==> src/rtl/pcg_pkg.sv <==
// Shared types, constants and helpers for the PCM channel gain block.
// Depends on nothing; every other file in rtl/ imports it.
`timescale 1ns / 1ps

package pcg_pkg;

    localparam int MAX_CHANNELS   = 8;
    localparam int GAIN_FRAC_BITS = 15;

    localparam int CH_W       = 3;
    localparam int COUNT_W    = 4;
    localparam int SAMPLE_W   = 32;
    localparam int GAIN_W     = 16;
    localparam int CFG_IDX_W  = 3;
    localparam int CFG_DATA_W = 64;

    localparam int GSEL_W   = $clog2(2 * CFG_DATA_W);
    localparam int CGAIN_W  = GAIN_FRAC_BITS + 1;
    localparam int GPROD_W  = 2 * GAIN_FRAC_BITS + 1;
    localparam int MAG_W    = SAMPLE_W;
    localparam int SV_W     = MAG_W + 1;
    localparam int PROD_W   = MAG_W + GPROD_W;
    localparam int SCALED_W = PROD_W - 2 * GAIN_FRAC_BITS;
    localparam int VAL_W    = SCALED_W + 1;

    localparam logic [CGAIN_W-1:0] GAIN_UNITY = CGAIN_W'(1) << GAIN_FRAC_BITS;

    localparam logic [SV_W-1:0]  U8_OFFSET  = SV_W'(128);
    localparam logic [VAL_W-1:0] U8_OFS_VAL = VAL_W'(128);
    localparam logic signed [VAL_W-1:0] U8_MIN  = VAL_W'(0);
    localparam logic signed [VAL_W-1:0] U8_MAX  = VAL_W'(255);
    localparam logic signed [VAL_W-1:0] S16_MIN = -VAL_W'(32768);
    localparam logic signed [VAL_W-1:0] S16_MAX = VAL_W'(32767);
    localparam logic signed [VAL_W-1:0] S24_MIN = -VAL_W'(8388608);
    localparam logic signed [VAL_W-1:0] S24_MAX = VAL_W'(8388607);
    localparam logic signed [VAL_W-1:0] S32_MIN = -VAL_W'(64'd2147483648);
    localparam logic signed [VAL_W-1:0] S32_MAX = VAL_W'(64'd2147483647);

    localparam logic [1:0]            RST_FORMAT = 2'd1;
    localparam logic [COUNT_W-1:0]    RST_COUNT  = COUNT_W'(2);
    localparam logic [GAIN_W-1:0]     RST_MASTER = 16'h8000;
    localparam logic [CFG_DATA_W-1:0] RST_GAINS  = 64'h8000_8000_8000_8000;

    typedef enum logic [1:0] {
        FMT_U8  = 2'd0,
        FMT_S16 = 2'd1,
        FMT_S24 = 2'd2,
        FMT_S32 = 2'd3
    } fmt_t;

    typedef enum logic [CFG_IDX_W-1:0] {
        CFG_FORMAT     = 3'd0,
        CFG_COUNT      = 3'd1,
        CFG_MASTER     = 3'd2,
        CFG_GAINS_LOW  = 3'd3,
        CFG_GAINS_HIGH = 3'd4
    } cfg_idx_t;

    typedef struct packed {
        fmt_t                  fmt;
        logic [COUNT_W-1:0]    count;
        logic [GAIN_W-1:0]     master;
        logic [CFG_DATA_W-1:0] gains_low;
        logic [CFG_DATA_W-1:0] gains_high;
    } cfg_t;

    typedef struct packed {
        fmt_t                fmt;
        logic                bad;
        logic [CH_W-1:0]     ch;
        logic [SAMPLE_W-1:0] raw;
        logic                neg;
        logic [MAG_W-1:0]    mag;
        logic [CGAIN_W-1:0]  master_g;
        logic [CGAIN_W-1:0]  chan_g;
    } front_t;

    typedef struct packed {
        fmt_t                fmt;
        logic                bad;
        logic [CH_W-1:0]     ch;
        logic [SAMPLE_W-1:0] raw;
        logic                neg;
        logic [MAG_W-1:0]    mag;
        logic [GPROD_W-1:0]  gain;
    } mid_t;

    typedef struct packed {
        fmt_t                fmt;
        logic                bad;
        logic [CH_W-1:0]     ch;
        logic [SAMPLE_W-1:0] raw;
        logic                neg;
        logic [SCALED_W-1:0] scaled;
    } back_t;

    function automatic logic [SAMPLE_W-1:0] fmt_mask(input fmt_t f);
        logic [SAMPLE_W-1:0] m;
        unique case (f)
            FMT_U8:  m = 32'h0000_00FF;
            FMT_S16: m = 32'h0000_FFFF;
            FMT_S24: m = 32'h00FF_FFFF;
            FMT_S32: m = 32'hFFFF_FFFF;
            default: m = 32'hFFFF_FFFF;
        endcase
        return m;
    endfunction

    function automatic logic [CGAIN_W-1:0] clamp_gain(input logic [GAIN_W-1:0] g);
        logic [CGAIN_W-1:0] r;
        if (GAIN_W'(g) > GAIN_W'(GAIN_UNITY))
            r = GAIN_UNITY;
        else
            r = CGAIN_W'(g);
        return r;
    endfunction

endpackage

==> src/rtl/pcm_channel_gain_saturate.sv <==
// Top level of the PCM channel gain and saturation block.
// Depends on pcg_pkg, pcg_cfg_regs, pcg_decode, pcg_scale, pcg_finish.
`timescale 1ns / 1ps

// One sample per clock: a sample is taken at every edge with start high and
// busy low, and busy is always low. Each sample gives one result beat, passing
// the decode, mid, back and finish registers, shown for one cycle with done high;
// there is no backpressure, so the sink must take every beat. The four stages are
// decode and gain select, gain product, sample-times-gain multiply (32 x 31
// bits), and sign restore with clipping. Configuration writes take effect at the
// next edge and are meant for when no sample is in flight.
module pcm_channel_gain_saturate (
    input  logic                           clk,
    input  logic                           rst_n,
    input  logic                           start,
    output logic                           busy,
    input  logic [pcg_pkg::CH_W-1:0]       channel,
    input  logic [pcg_pkg::SAMPLE_W-1:0]   sample_in,
    output logic                           done,
    output logic [pcg_pkg::SAMPLE_W-1:0]   sample_out,
    output logic [pcg_pkg::CH_W-1:0]       channel_echo,
    output logic                           bad_channel,
    input  logic                           cfg_we,
    input  logic [pcg_pkg::CFG_IDX_W-1:0]  cfg_index,
    input  logic [pcg_pkg::CFG_DATA_W-1:0] cfg_data
);
    import pcg_pkg::*;

    cfg_t   cfg;
    logic   s1_valid;
    front_t s1_data;
    logic   s3_valid;
    back_t  s3_data;
    logic   accept;

    assign busy   = 1'b0;
    assign accept = start && !busy;

    pcg_cfg_regs u_cfg (
        .clk       (clk),
        .rst_n     (rst_n),
        .cfg_we    (cfg_we),
        .cfg_index (cfg_index),
        .cfg_data  (cfg_data),
        .cfg       (cfg)
    );

    pcg_decode u_decode (
        .clk       (clk),
        .rst_n     (rst_n),
        .in_valid  (accept),
        .channel   (channel),
        .sample_in (sample_in),
        .cfg       (cfg),
        .out_valid (s1_valid),
        .out_data  (s1_data)
    );

    pcg_scale u_scale (
        .clk       (clk),
        .rst_n     (rst_n),
        .in_valid  (s1_valid),
        .in_data   (s1_data),
        .out_valid (s3_valid),
        .out_data  (s3_data)
    );

    pcg_finish u_finish (
        .clk          (clk),
        .rst_n        (rst_n),
        .in_valid     (s3_valid),
        .in_data      (s3_data),
        .done         (done),
        .sample_out   (sample_out),
        .channel_echo (channel_echo),
        .bad_channel  (bad_channel)
    );

endmodule

==> src/rtl/pcg_cfg_regs.sv <==
// Configuration register bank: format, channel count, master and channel gains.
// Depends on pcg_pkg.
`timescale 1ns / 1ps

module pcg_cfg_regs (
    input  logic                          clk,
    input  logic                          rst_n,
    input  logic                          cfg_we,
    input  logic [pcg_pkg::CFG_IDX_W-1:0] cfg_index,
    input  logic [pcg_pkg::CFG_DATA_W-1:0] cfg_data,
    output pcg_pkg::cfg_t                 cfg
);
    import pcg_pkg::*;

    cfg_t cfg_reg;
    cfg_t cfg_next;

    always_comb
    begin
        cfg_next = cfg_reg;
        if (cfg_we)
        begin
            unique case (cfg_idx_t'(cfg_index))
                CFG_FORMAT:     cfg_next.fmt        = fmt_t'(cfg_data[1:0]);
                CFG_COUNT:      cfg_next.count      = cfg_data[COUNT_W-1:0];
                CFG_MASTER:     cfg_next.master     = cfg_data[GAIN_W-1:0];
                CFG_GAINS_LOW:  cfg_next.gains_low  = cfg_data;
                CFG_GAINS_HIGH: cfg_next.gains_high = cfg_data;
                default:        cfg_next = cfg_reg;
            endcase
        end
    end

    always_ff @(posedge clk or negedge rst_n)
    begin
        if (!rst_n)
        begin
            cfg_reg.fmt        <= fmt_t'(RST_FORMAT);
            cfg_reg.count      <= RST_COUNT;
            cfg_reg.master     <= RST_MASTER;
            cfg_reg.gains_low  <= RST_GAINS;
            cfg_reg.gains_high <= RST_GAINS;
        end
        else
        begin
            cfg_reg <= cfg_next;
        end
    end

    assign cfg = cfg_reg;

endmodule

==> src/rtl/pcg_decode.sv <==
// Stage 1: sample decode to sign and magnitude, channel check, gain select and clamp.
// Depends on pcg_pkg.
`timescale 1ns / 1ps

module pcg_decode (
    input  logic                         clk,
    input  logic                         rst_n,
    input  logic                         in_valid,
    input  logic [pcg_pkg::CH_W-1:0]     channel,
    input  logic [pcg_pkg::SAMPLE_W-1:0] sample_in,
    input  pcg_pkg::cfg_t                cfg,
    output logic                         out_valid,
    output pcg_pkg::front_t              out_data
);
    import pcg_pkg::*;

    logic   valid_reg;
    logic   valid_next;
    front_t data_reg;
    front_t data_next;

    logic signed [SV_W-1:0] sv;
    logic [SV_W-1:0]        sv_neg;
    logic [2*CFG_DATA_W-1:0] gains_all;
    logic [GSEL_W-1:0]      gsel;

    always_comb
    begin
        unique case (cfg.fmt)
            FMT_U8:  sv = SV_W'(sample_in[7:0]) - U8_OFFSET;
            FMT_S16: sv = SV_W'($signed(sample_in[15:0]));
            FMT_S24: sv = SV_W'($signed(sample_in[23:0]));
            FMT_S32: sv = SV_W'($signed(sample_in[31:0]));
            default: sv = SV_W'($signed(sample_in[31:0]));
        endcase
        sv_neg    = -sv;
        gains_all = {cfg.gains_high, cfg.gains_low};
        gsel      = GSEL_W'(channel) << $clog2(GAIN_W);

        data_next.fmt      = cfg.fmt;
        data_next.bad      = ({1'b0, channel} >= cfg.count)
                          || ({1'b0, channel} >= COUNT_W'(MAX_CHANNELS));
        data_next.ch       = channel;
        data_next.raw      = sample_in & fmt_mask(cfg.fmt);
        data_next.neg      = sv[SV_W-1];
        data_next.mag      = sv[SV_W-1] ? sv_neg[MAG_W-1:0] : sv[MAG_W-1:0];
        data_next.master_g = clamp_gain(cfg.master);
        data_next.chan_g   = clamp_gain(gains_all[gsel +: GAIN_W]);
        valid_next         = in_valid;
    end

    always_ff @(posedge clk or negedge rst_n)
    begin
        if (!rst_n)
            valid_reg <= 1'b0;
        else
            valid_reg <= valid_next;
    end

    always_ff @(posedge clk)
    begin
        if (in_valid)
            data_reg <= data_next;
    end

    assign out_valid = valid_reg;
    assign out_data  = data_reg;

endmodule

==> src/rtl/pcg_scale.sv <==
// Stages 2 and 3: combined gain product, then magnitude times gain with the
// fraction bits dropped (truncation toward zero). Depends on pcg_pkg.
`timescale 1ns / 1ps

module pcg_scale (
    input  logic            clk,
    input  logic            rst_n,
    input  logic            in_valid,
    input  pcg_pkg::front_t in_data,
    output logic            out_valid,
    output pcg_pkg::back_t  out_data
);
    import pcg_pkg::*;

    logic   mid_valid_reg;
    logic   mid_valid_next;
    mid_t   mid_reg;
    mid_t   mid_next;
    logic   back_valid_reg;
    logic   back_valid_next;
    back_t  back_reg;
    back_t  back_next;

    logic [PROD_W-1:0] prod;

    always_comb
    begin
        mid_next.fmt   = in_data.fmt;
        mid_next.bad   = in_data.bad;
        mid_next.ch    = in_data.ch;
        mid_next.raw   = in_data.raw;
        mid_next.neg   = in_data.neg;
        mid_next.mag   = in_data.mag;
        mid_next.gain  = GPROD_W'(in_data.master_g) * GPROD_W'(in_data.chan_g);
        mid_valid_next = in_valid;
    end

    always_comb
    begin
        prod             = PROD_W'(mid_reg.mag) * PROD_W'(mid_reg.gain);
        back_next.fmt    = mid_reg.fmt;
        back_next.bad    = mid_reg.bad;
        back_next.ch     = mid_reg.ch;
        back_next.raw    = mid_reg.raw;
        back_next.neg    = mid_reg.neg;
        back_next.scaled = prod[PROD_W-1:2*GAIN_FRAC_BITS];
        back_valid_next  = mid_valid_reg;
    end

    always_ff @(posedge clk or negedge rst_n)
    begin
        if (!rst_n)
        begin
            mid_valid_reg  <= 1'b0;
            back_valid_reg <= 1'b0;
        end
        else
        begin
            mid_valid_reg  <= mid_valid_next;
            back_valid_reg <= back_valid_next;
        end
    end

    always_ff @(posedge clk)
    begin
        if (in_valid)
            mid_reg <= mid_next;
        if (mid_valid_reg)
            back_reg <= back_next;
    end

    assign out_valid = back_valid_reg;
    assign out_data  = back_reg;

endmodule

==> src/rtl/pcg_finish.sv <==
// Stage 4: restore sign, offset, clip to the format's range, mask; output register.
// A bad channel passes its masked raw sample instead. Depends on pcg_pkg.
`timescale 1ns / 1ps

module pcg_finish (
    input  logic                         clk,
    input  logic                         rst_n,
    input  logic                         in_valid,
    input  pcg_pkg::back_t               in_data,
    output logic                         done,
    output logic [pcg_pkg::SAMPLE_W-1:0] sample_out,
    output logic [pcg_pkg::CH_W-1:0]     channel_echo,
    output logic                         bad_channel
);
    import pcg_pkg::*;

    logic                done_reg;
    logic                done_next;
    logic [SAMPLE_W-1:0] sample_reg;
    logic [SAMPLE_W-1:0] sample_next;
    logic [CH_W-1:0]     ch_reg;
    logic                bad_reg;

    logic signed [VAL_W-1:0] mag_s;
    logic signed [VAL_W-1:0] v;
    logic signed [VAL_W-1:0] t;
    logic signed [VAL_W-1:0] lo;
    logic signed [VAL_W-1:0] hi;
    logic signed [VAL_W-1:0] c;

    always_comb
    begin
        mag_s = $signed({1'b0, in_data.scaled});
        v     = in_data.neg ? -mag_s : mag_s;
        unique case (in_data.fmt)
            FMT_U8:
            begin
                t  = v + $signed(U8_OFS_VAL);
                lo = U8_MIN;
                hi = U8_MAX;
            end
            FMT_S16:
            begin
                t  = v;
                lo = S16_MIN;
                hi = S16_MAX;
            end
            FMT_S24:
            begin
                t  = v;
                lo = S24_MIN;
                hi = S24_MAX;
            end
            default:
            begin
                t  = v;
                lo = S32_MIN;
                hi = S32_MAX;
            end
        endcase

        priority if (t < lo)
            c = lo;
        else if (t > hi)
            c = hi;
        else
            c = t;

        if (in_data.bad)
            sample_next = in_data.raw;
        else
            sample_next = c[SAMPLE_W-1:0] & fmt_mask(in_data.fmt);
        done_next = in_valid;
    end

    always_ff @(posedge clk or negedge rst_n)
    begin
        if (!rst_n)
            done_reg <= 1'b0;
        else
            done_reg <= done_next;
    end

    always_ff @(posedge clk)
    begin
        if (in_valid)
        begin
            sample_reg <= sample_next;
            ch_reg     <= in_data.ch;
            bad_reg    <= in_data.bad;
        end
    end

    assign done         = done_reg;
    assign sample_out   = sample_reg;
    assign channel_echo = ch_reg;
    assign bad_channel  = bad_reg;

endmodule

==> config.mk <==
export PLATFORM = sky130hd
export DESIGN_NAME = pcm_channel_gain_saturate
export DESIGN_NICKNAME = d
export VERILOG_FILES = /design/src/rtl/pcg_pkg.sv /design/src/rtl/pcm_channel_gain_saturate.sv /design/src/rtl/pcg_cfg_regs.sv /design/src/rtl/pcg_decode.sv /design/src/rtl/pcg_scale.sv /design/src/rtl/pcg_finish.sv
export SDC_FILE = /design/constraint.sdc
export NUM_CORES = 2
export LEC_CHECK = 0
export ABC_AREA = 1
export BUFFER_PORTS_ARGS = -buffer_cell sky130_fd_sc_hd__buf_2
export CORE_MARGIN = 1
export CORE_UTILIZATION = 30
export CTS_BUF_LIST = sky130_fd_sc_hd__clkbuf_4 sky130_fd_sc_hd__clkbuf_8 sky130_fd_sc_hd__clkbuf_16
export DETAILED_ROUTE_END_ITERATION = 16
export PLACE_DENSITY = 0.48
export SYNTH_ARGS = -nofsm -noshare
export SYNTH_HDL_FRONTEND = slang
export SYNTH_SLANG_ARGS = --single-unit
==> constraint.sdc <==
create_clock -name clk -period 8 [get_ports clk]
set_clock_uncertainty 0.2 [all_clocks]
set_input_delay 0.8 -clock clk [delete_from_list [all_inputs] [get_ports clk]]
set_output_delay 0.8 -clock clk [all_outputs]
set_load 0.01 [all_outputs]
After elaboration in Yosys (flattened, before gate mapping). Index checks and enable logic that the tools add are counted.

$add $sub $neg: 4. $mul: 2. Magnitude comparators: 5. Equality and inequality tests: 10. Shift operators: 1. Mux-type cells: 12. Bitwise operators: 2. Reductions and logical operators: 8.

Operators with widths (count): $pmux W32 S4 (2); $mux W32 (5); $pmux W33 S4 (1); $shiftx A128 B8 Y16 (1); $pmux W34 S3 (1); $pmux W31 S3 (1); $mux W34 (2); $and A32 B32 Y32 (2); $mul A32 B31 Y63 (1); $add A34 B9 Y34 const B (1); $gt A34 B32 Y1 (1); $lt A34 B34 Y1 (1); $neg A33 Y34 (1); $gt A16 B16 Y1 const B (2); $neg A32 Y32 (1); $mul A16 B16 Y31 (1); $reduce_and A2 Y1 (5); $sub A8 B8 Y9 const B (1); $eq A2 B2 Y1 const B (4); $eq A3 B2 Y1 const B (2); $eq A2 B1 Y1 const B (2); $ge A3 B4 Y1 (1); $logic_not A2 Y1 (2); $eq A3 B1 Y1 const B (1); 2 further kinds (2).

Register bits: 467. Input bits: 106. Output and inout bits: 38.

Logic depth before layout (Yosys ltp).
Depth after elaboration: 9. Gate-level depth with buffers: 39. Gate-level depth less buffers: 38.

Modules after synthesis. Synthesis repeated with hierarchy kept, for this count alone.

Cell total of the unflattened synthesis: 8143. Area, all modules: 64958.6 µm².

By module, submodules not included: pcg_scale (instances 1, cells an instance 5852, area each 47625.7 µm², seq. area each 5275.1 µm²); pcg_decode (instances 1, cells an instance 832, area each 6367.4 µm², seq. area each 3088.0 µm²); pcg_cfg_regs (instances 1, cells an instance 655, area each 5873.1 µm², seq. area each 3767.4 µm²); pcg_finish (instances 1, cells an instance 802, area each 5081.1 µm², seq. area each 1106.1 µm²); pcm_channel_gain_saturate (instances 1, cells an instance 2, area each 11.3 µm², seq. area each 0.0 µm²).

Worst setup path after synthesis. Ideal clock, no wire load.

Path type: register to register. Start point: reg u_scale.mid_reg[4] (netlist name). End point: reg u_scale.back_reg, in the netlist u_scale.out_data[26] (data pin). Library setup time: 0.265 ns. Data arrival time: 6.282 ns. Required time: 7.535 ns. Setup slack: 1.253 ns. Stages on the path, launching flop included: 28. Path buffers: 1. Clock period less this slack: 6.747 ns. Cell sequence: edfxtp_1 -> clkbuf_1 -> nand2_1 -> inv_1 -> fa_1 -> fa_1 -> fa_1 -> inv_1 -> fa_1 -> inv_1 -> fa_1 -> inv_1 -> fa_1 -> inv_1 -> fa_1 -> inv_1 -> fa_1 -> inv_1 -> ha_1 -> a21oi_1 -> inv_1 -> a31oi_1 -> inv_1 -> a21oi_1 -> o211ai_1 -> a21oi_1 -> o211ai_1 -> xor2_1.

RTL lines: from (decl) (RTL line pcg_scale.sv:17) `mid_t mid_reg;`; from (signal assigned) (RTL line pcg_scale.sv:67) `mid_reg <= mid_next;`; to (signal assigned) (RTL line pcg_scale.sv:69) `back_reg <= back_next;`; to (decl) (RTL line pcg_scale.sv:21) `back_t back_reg;`.

==> flow_summary.toml <==
[placed_design]
dpl.hpwl_mm = 153.5
gp_congestion = 0.8844
place_inst = 10240
io_buffers = 142

[route]
drt_iter0_drc = 2897
first_pass_iters = 6
via_per_inst = 4.503
route.vias.total = 46670
postRouteAntennaNets = 0
detail_route.wl_per_cell_um = 18.14
routed_wirelength_mm = 188.0
drc_errors = 0

[floorplan]
die_w_um = 458.4
io_pins = 144
die_height_um = 458.4
coreArea_mm2 = 0.2071
start_util_pct = 30.17
rows = 167
dieArea_mm2 = 0.2101

[synth]
synthCells = 7470
ys_ff_latch = 465
synthAdderAreaFrac_pct = 41.99
synth.distinct_cells = 59
synth_nets = 9038
avgSynthCellArea_um2 = 8.364
ys_seq_area_share_pct = 21.14
synth_warnings = 0
netlist_area_mm2 = 0.06248
synth_edf_count = 311
synth_async_sr_flop_share_pct = 33.12
yosys.area_share.simple_pct = 15.51
synth_compound_area_share_pct = 5.191
ys.flop_type = "edfxtp_1"
synth-xor-area-share_pct = 1.584
synth_top_family_by_area = "adder cells"
synthMuxAreaShare_pct = 0.2583

[setup_path]
endpoint_kind = "register"
required_ns = 8.19
r2r-start = "u_scale.mid_reg[59]"
r2r_cells = 25
critical_path_arrival_ns = 7.93
critPathMaxFanout = 9
start_kind = "register"
reg2reg_to = "u_scale.out_data[28]"
r2r_setup_slack_ns = 0.26
critPathKind = "reg -> reg"

[worst_hold_path]
min_path_type = "in -> async"

[final_layout]
final_util_pct = 33.37
area_delta_synth_final_pct = 10.59
final-instance-count-excl-fill = 10370
drive_above_1_share_pct = 6.668
largest_reg_flops = 150
layout.nets = 9096

[grt]
grt_use_total_pct = 18.10
grt_start_max_net_pins = 129
grt_remaining_overflow = 0
antenna_found_initial = 5
grt_pass1_wl_mm = 293.4
grt_pass1_vias = 49720

[timing]
final-setup-viol-count = 0
relSlewSlack_pct = 19.92
slew_violations = 0
tightestPinTransition_ns = 1.201
hold_viol = 0
max_freq_mhz = 129.2
period_needed_ns = 7.742
fin_tns_setup_ns = 0
rsz0062_at_grt = "false"
fin_crit_sh_pct = 96.77

[flow_run]
cap_viol_max_count = 0

[clock_tree]
clkSinkCount = 465
cts_buffers = 56
worstSkewPairLatency_ns = 0.67
clk_path_buf_depth = 3
tritoncts = "yes"
root_buffer = "clkbuf_16"
htreeDepth = 2
clk_pin_slew_worst_paths_ns = 0.06

[outcome]
run_status = "complete, no violations"
-- routing by layer --
| metal | vias to the layer above | part of all wire [%] | GRT usage, % |
|---|---|---|---|
| li1 | 21960 | - | - |
| met1 | 23490 | 45 | 24.28 |
| met2 | 1010 | 48 | 31.03 |
| met3 | 209 | 4.1 | 1.561 |
| met4 | 0 | 2.9 | 5.085 |
| met5 | - | 0 | 0 |
-- final cells by class --
cell class                      instances  area, µm²
Fill cell                           21770     138000
Multi-Input combinational cell       4631      40370
Sequential cell                       465      13210
Inverter                             2044       7672
Tap cell                             2788       3488
Timing Repair Buffer                  330       2517
Clock buffer                           63       1478
Clock inverter                         41      352.8
Antenna cell                            3      7.507
-- synth_stat cells (3+ instances only) --
| cell | n | share of area [%] |
|---|---|---|
| nand2_2 | 18 | 0.18 |
| nand3_1 | 103 | 0.83 |
| nand3_2 | 3 | 0.048 |
| nor2_4 | 6 | 0.11 |
| a21o_1 | 4 | 0.048 |
| inv_2 | 12 | 0.072 |
| nand3b_1 | 9 | 0.11 |
| a31oi_1 | 35 | 0.35 |
| o21ai_0 | 289 | 2.3 |
| dfstp_2 | 11 | 0.46 |
| o221ai_1 | 18 | 0.25 |
| mux2i_1 | 15 | 0.24 |
| buf_2 | 9 | 0.072 |
| nor2_2 | 12 | 0.12 |
| inv_1 | 2031 | 12 |
| ha_1 | 404 | 8.1 |
| xor2_1 | 78 | 1.1 |
| o21bai_1 | 7 | 0.084 |
| buf_1 | 7 | 0.042 |
| a21oi_1 | 161 | 1.3 |
| nor2_1 | 323 | 1.9 |
| a21boi_0 | 6 | 0.072 |
| nand2_1 | 1910 | 11 |
| dfrtp_1 | 143 | 5.7 |
| nand4_1 | 25 | 0.25 |
| or2_2 | 5 | 0.050 |
| o21a_1 | 13 | 0.16 |
| nor4_1 | 10 | 0.10 |
| xnor2_1 | 35 | 0.49 |
| fa_1 | 1058 | 34 |
| o211ai_1 | 8 | 0.096 |
| clkbuf_1 | 310 | 1.9 |
| edfxtp_1 | 311 | 15 |
| o32ai_1 | 17 | 0.24 |
| nor3_1 | 23 | 0.18 |
| o21ai_1 | 13 | 0.10 |
-- critical path, cell delays in order, from the launching register on --
cell and delay (ns):
edfxtp_1 0.68, buf_4 0.32, nand2_1 0.08, inv_1 0.07, fa_1 0.44, fa_1 0.56, inv_1 0.06, fa_1 0.54
inv_1 0.06, fa_1 0.50, inv_1 0.06, fa_1 0.50, fa_1 0.50, inv_1 0.05, fa_1 0.51, ha_1 0.31
ha_1 0.37, a21oi_1 0.27, o21a_1 0.16, inv_1 0.08, a21oi_2 0.27, o21ai_0 0.13, a21oi_1 0.28, buf_4 0.20
o21ai_0 0.09, xor2_1 0.16
-- worst max-delay path by stage --
stage | start | end | slack, ns
floorplan | u_scale.mid_reg[4] | u_scale.out_data[26] | 1.25
global placement | u_scale.mid_reg[37] | u_scale.out_data[15] | -0.03
detailed placement | u_scale.mid_reg[37] | u_scale.out_data[15] | -0.01
CTS | u_scale.mid_reg[54] | u_scale.out_data[28] | 0.004
global route | u_scale.mid_reg[20] | u_scale.out_data[28] | 0.06
finish | u_scale.mid_reg[59] | u_scale.out_data[28] | 0.26
-- what timing repair did --
item	4_1_cts	5_1_grt
setup endpoints to repair	1	12
resized for setup	0	5
setup buffers	7	14
hold endpoints to repair	0	0
hold buffers	0	0
-- cell usage in the layout, fill, tap and decap left out, drive strengths merged, types with 3 or more instances in the layout --
cell type | synthesis | layout
diode | 0 | 3
or2 | 5 | 5
nor3 | 24 | 24
clkinv | 1 | 27
dfstp | 11 | 11
o221ai | 18 | 18
nand3b | 10 | 10
o211ai | 8 | 8
mux2i | 15 | 15
a21oi | 162 | 162
a21boi | 6 | 6
a21o | 4 | 4
dfrtp | 143 | 143
nand4 | 25 | 25
xnor2 | 35 | 35
edfxtp | 311 | 311
nand2 | 1929 | 1929
clkbuf | 310 | 63
buf | 20 | 330
nor4 | 10 | 10
o21a | 13 | 13
ha | 404 | 404
o21ai | 302 | 302
nor2 | 341 | 341
clkinvlp | 0 | 4
xor2 | 78 | 78
o32ai | 17 | 17
a31oi | 35 | 35
inv | 2043 | 2052
nand3 | 107 | 107
fa | 1058 | 1058
o21bai | 7 | 7
-- per-stage QoR --
stage	setup WS (ns)	area (µm²)	hold slack, ns
finish	0.2581	69100	0.02288
global route	0.05826	69090	0.07736
CTS	0.003899	68890	0.03666
detailed placement	-0.01128	66980	0.2045
global placement	-0.03039	66980	0.2012
floorplan	1.253	62480	0.2003
-- cells by family after synthesis --
group / after synthesis
xor+xnor: 113
simple gates: 2455
buf+inv: 2374
other cells: 1
compound gates: 584
fa+ha+maj: 1462
flops: 465
mux: 16
Power is left out: the tool's default activity adds up to more than one toggle a clock period on the data nets, which glitch-free logic cannot reach.
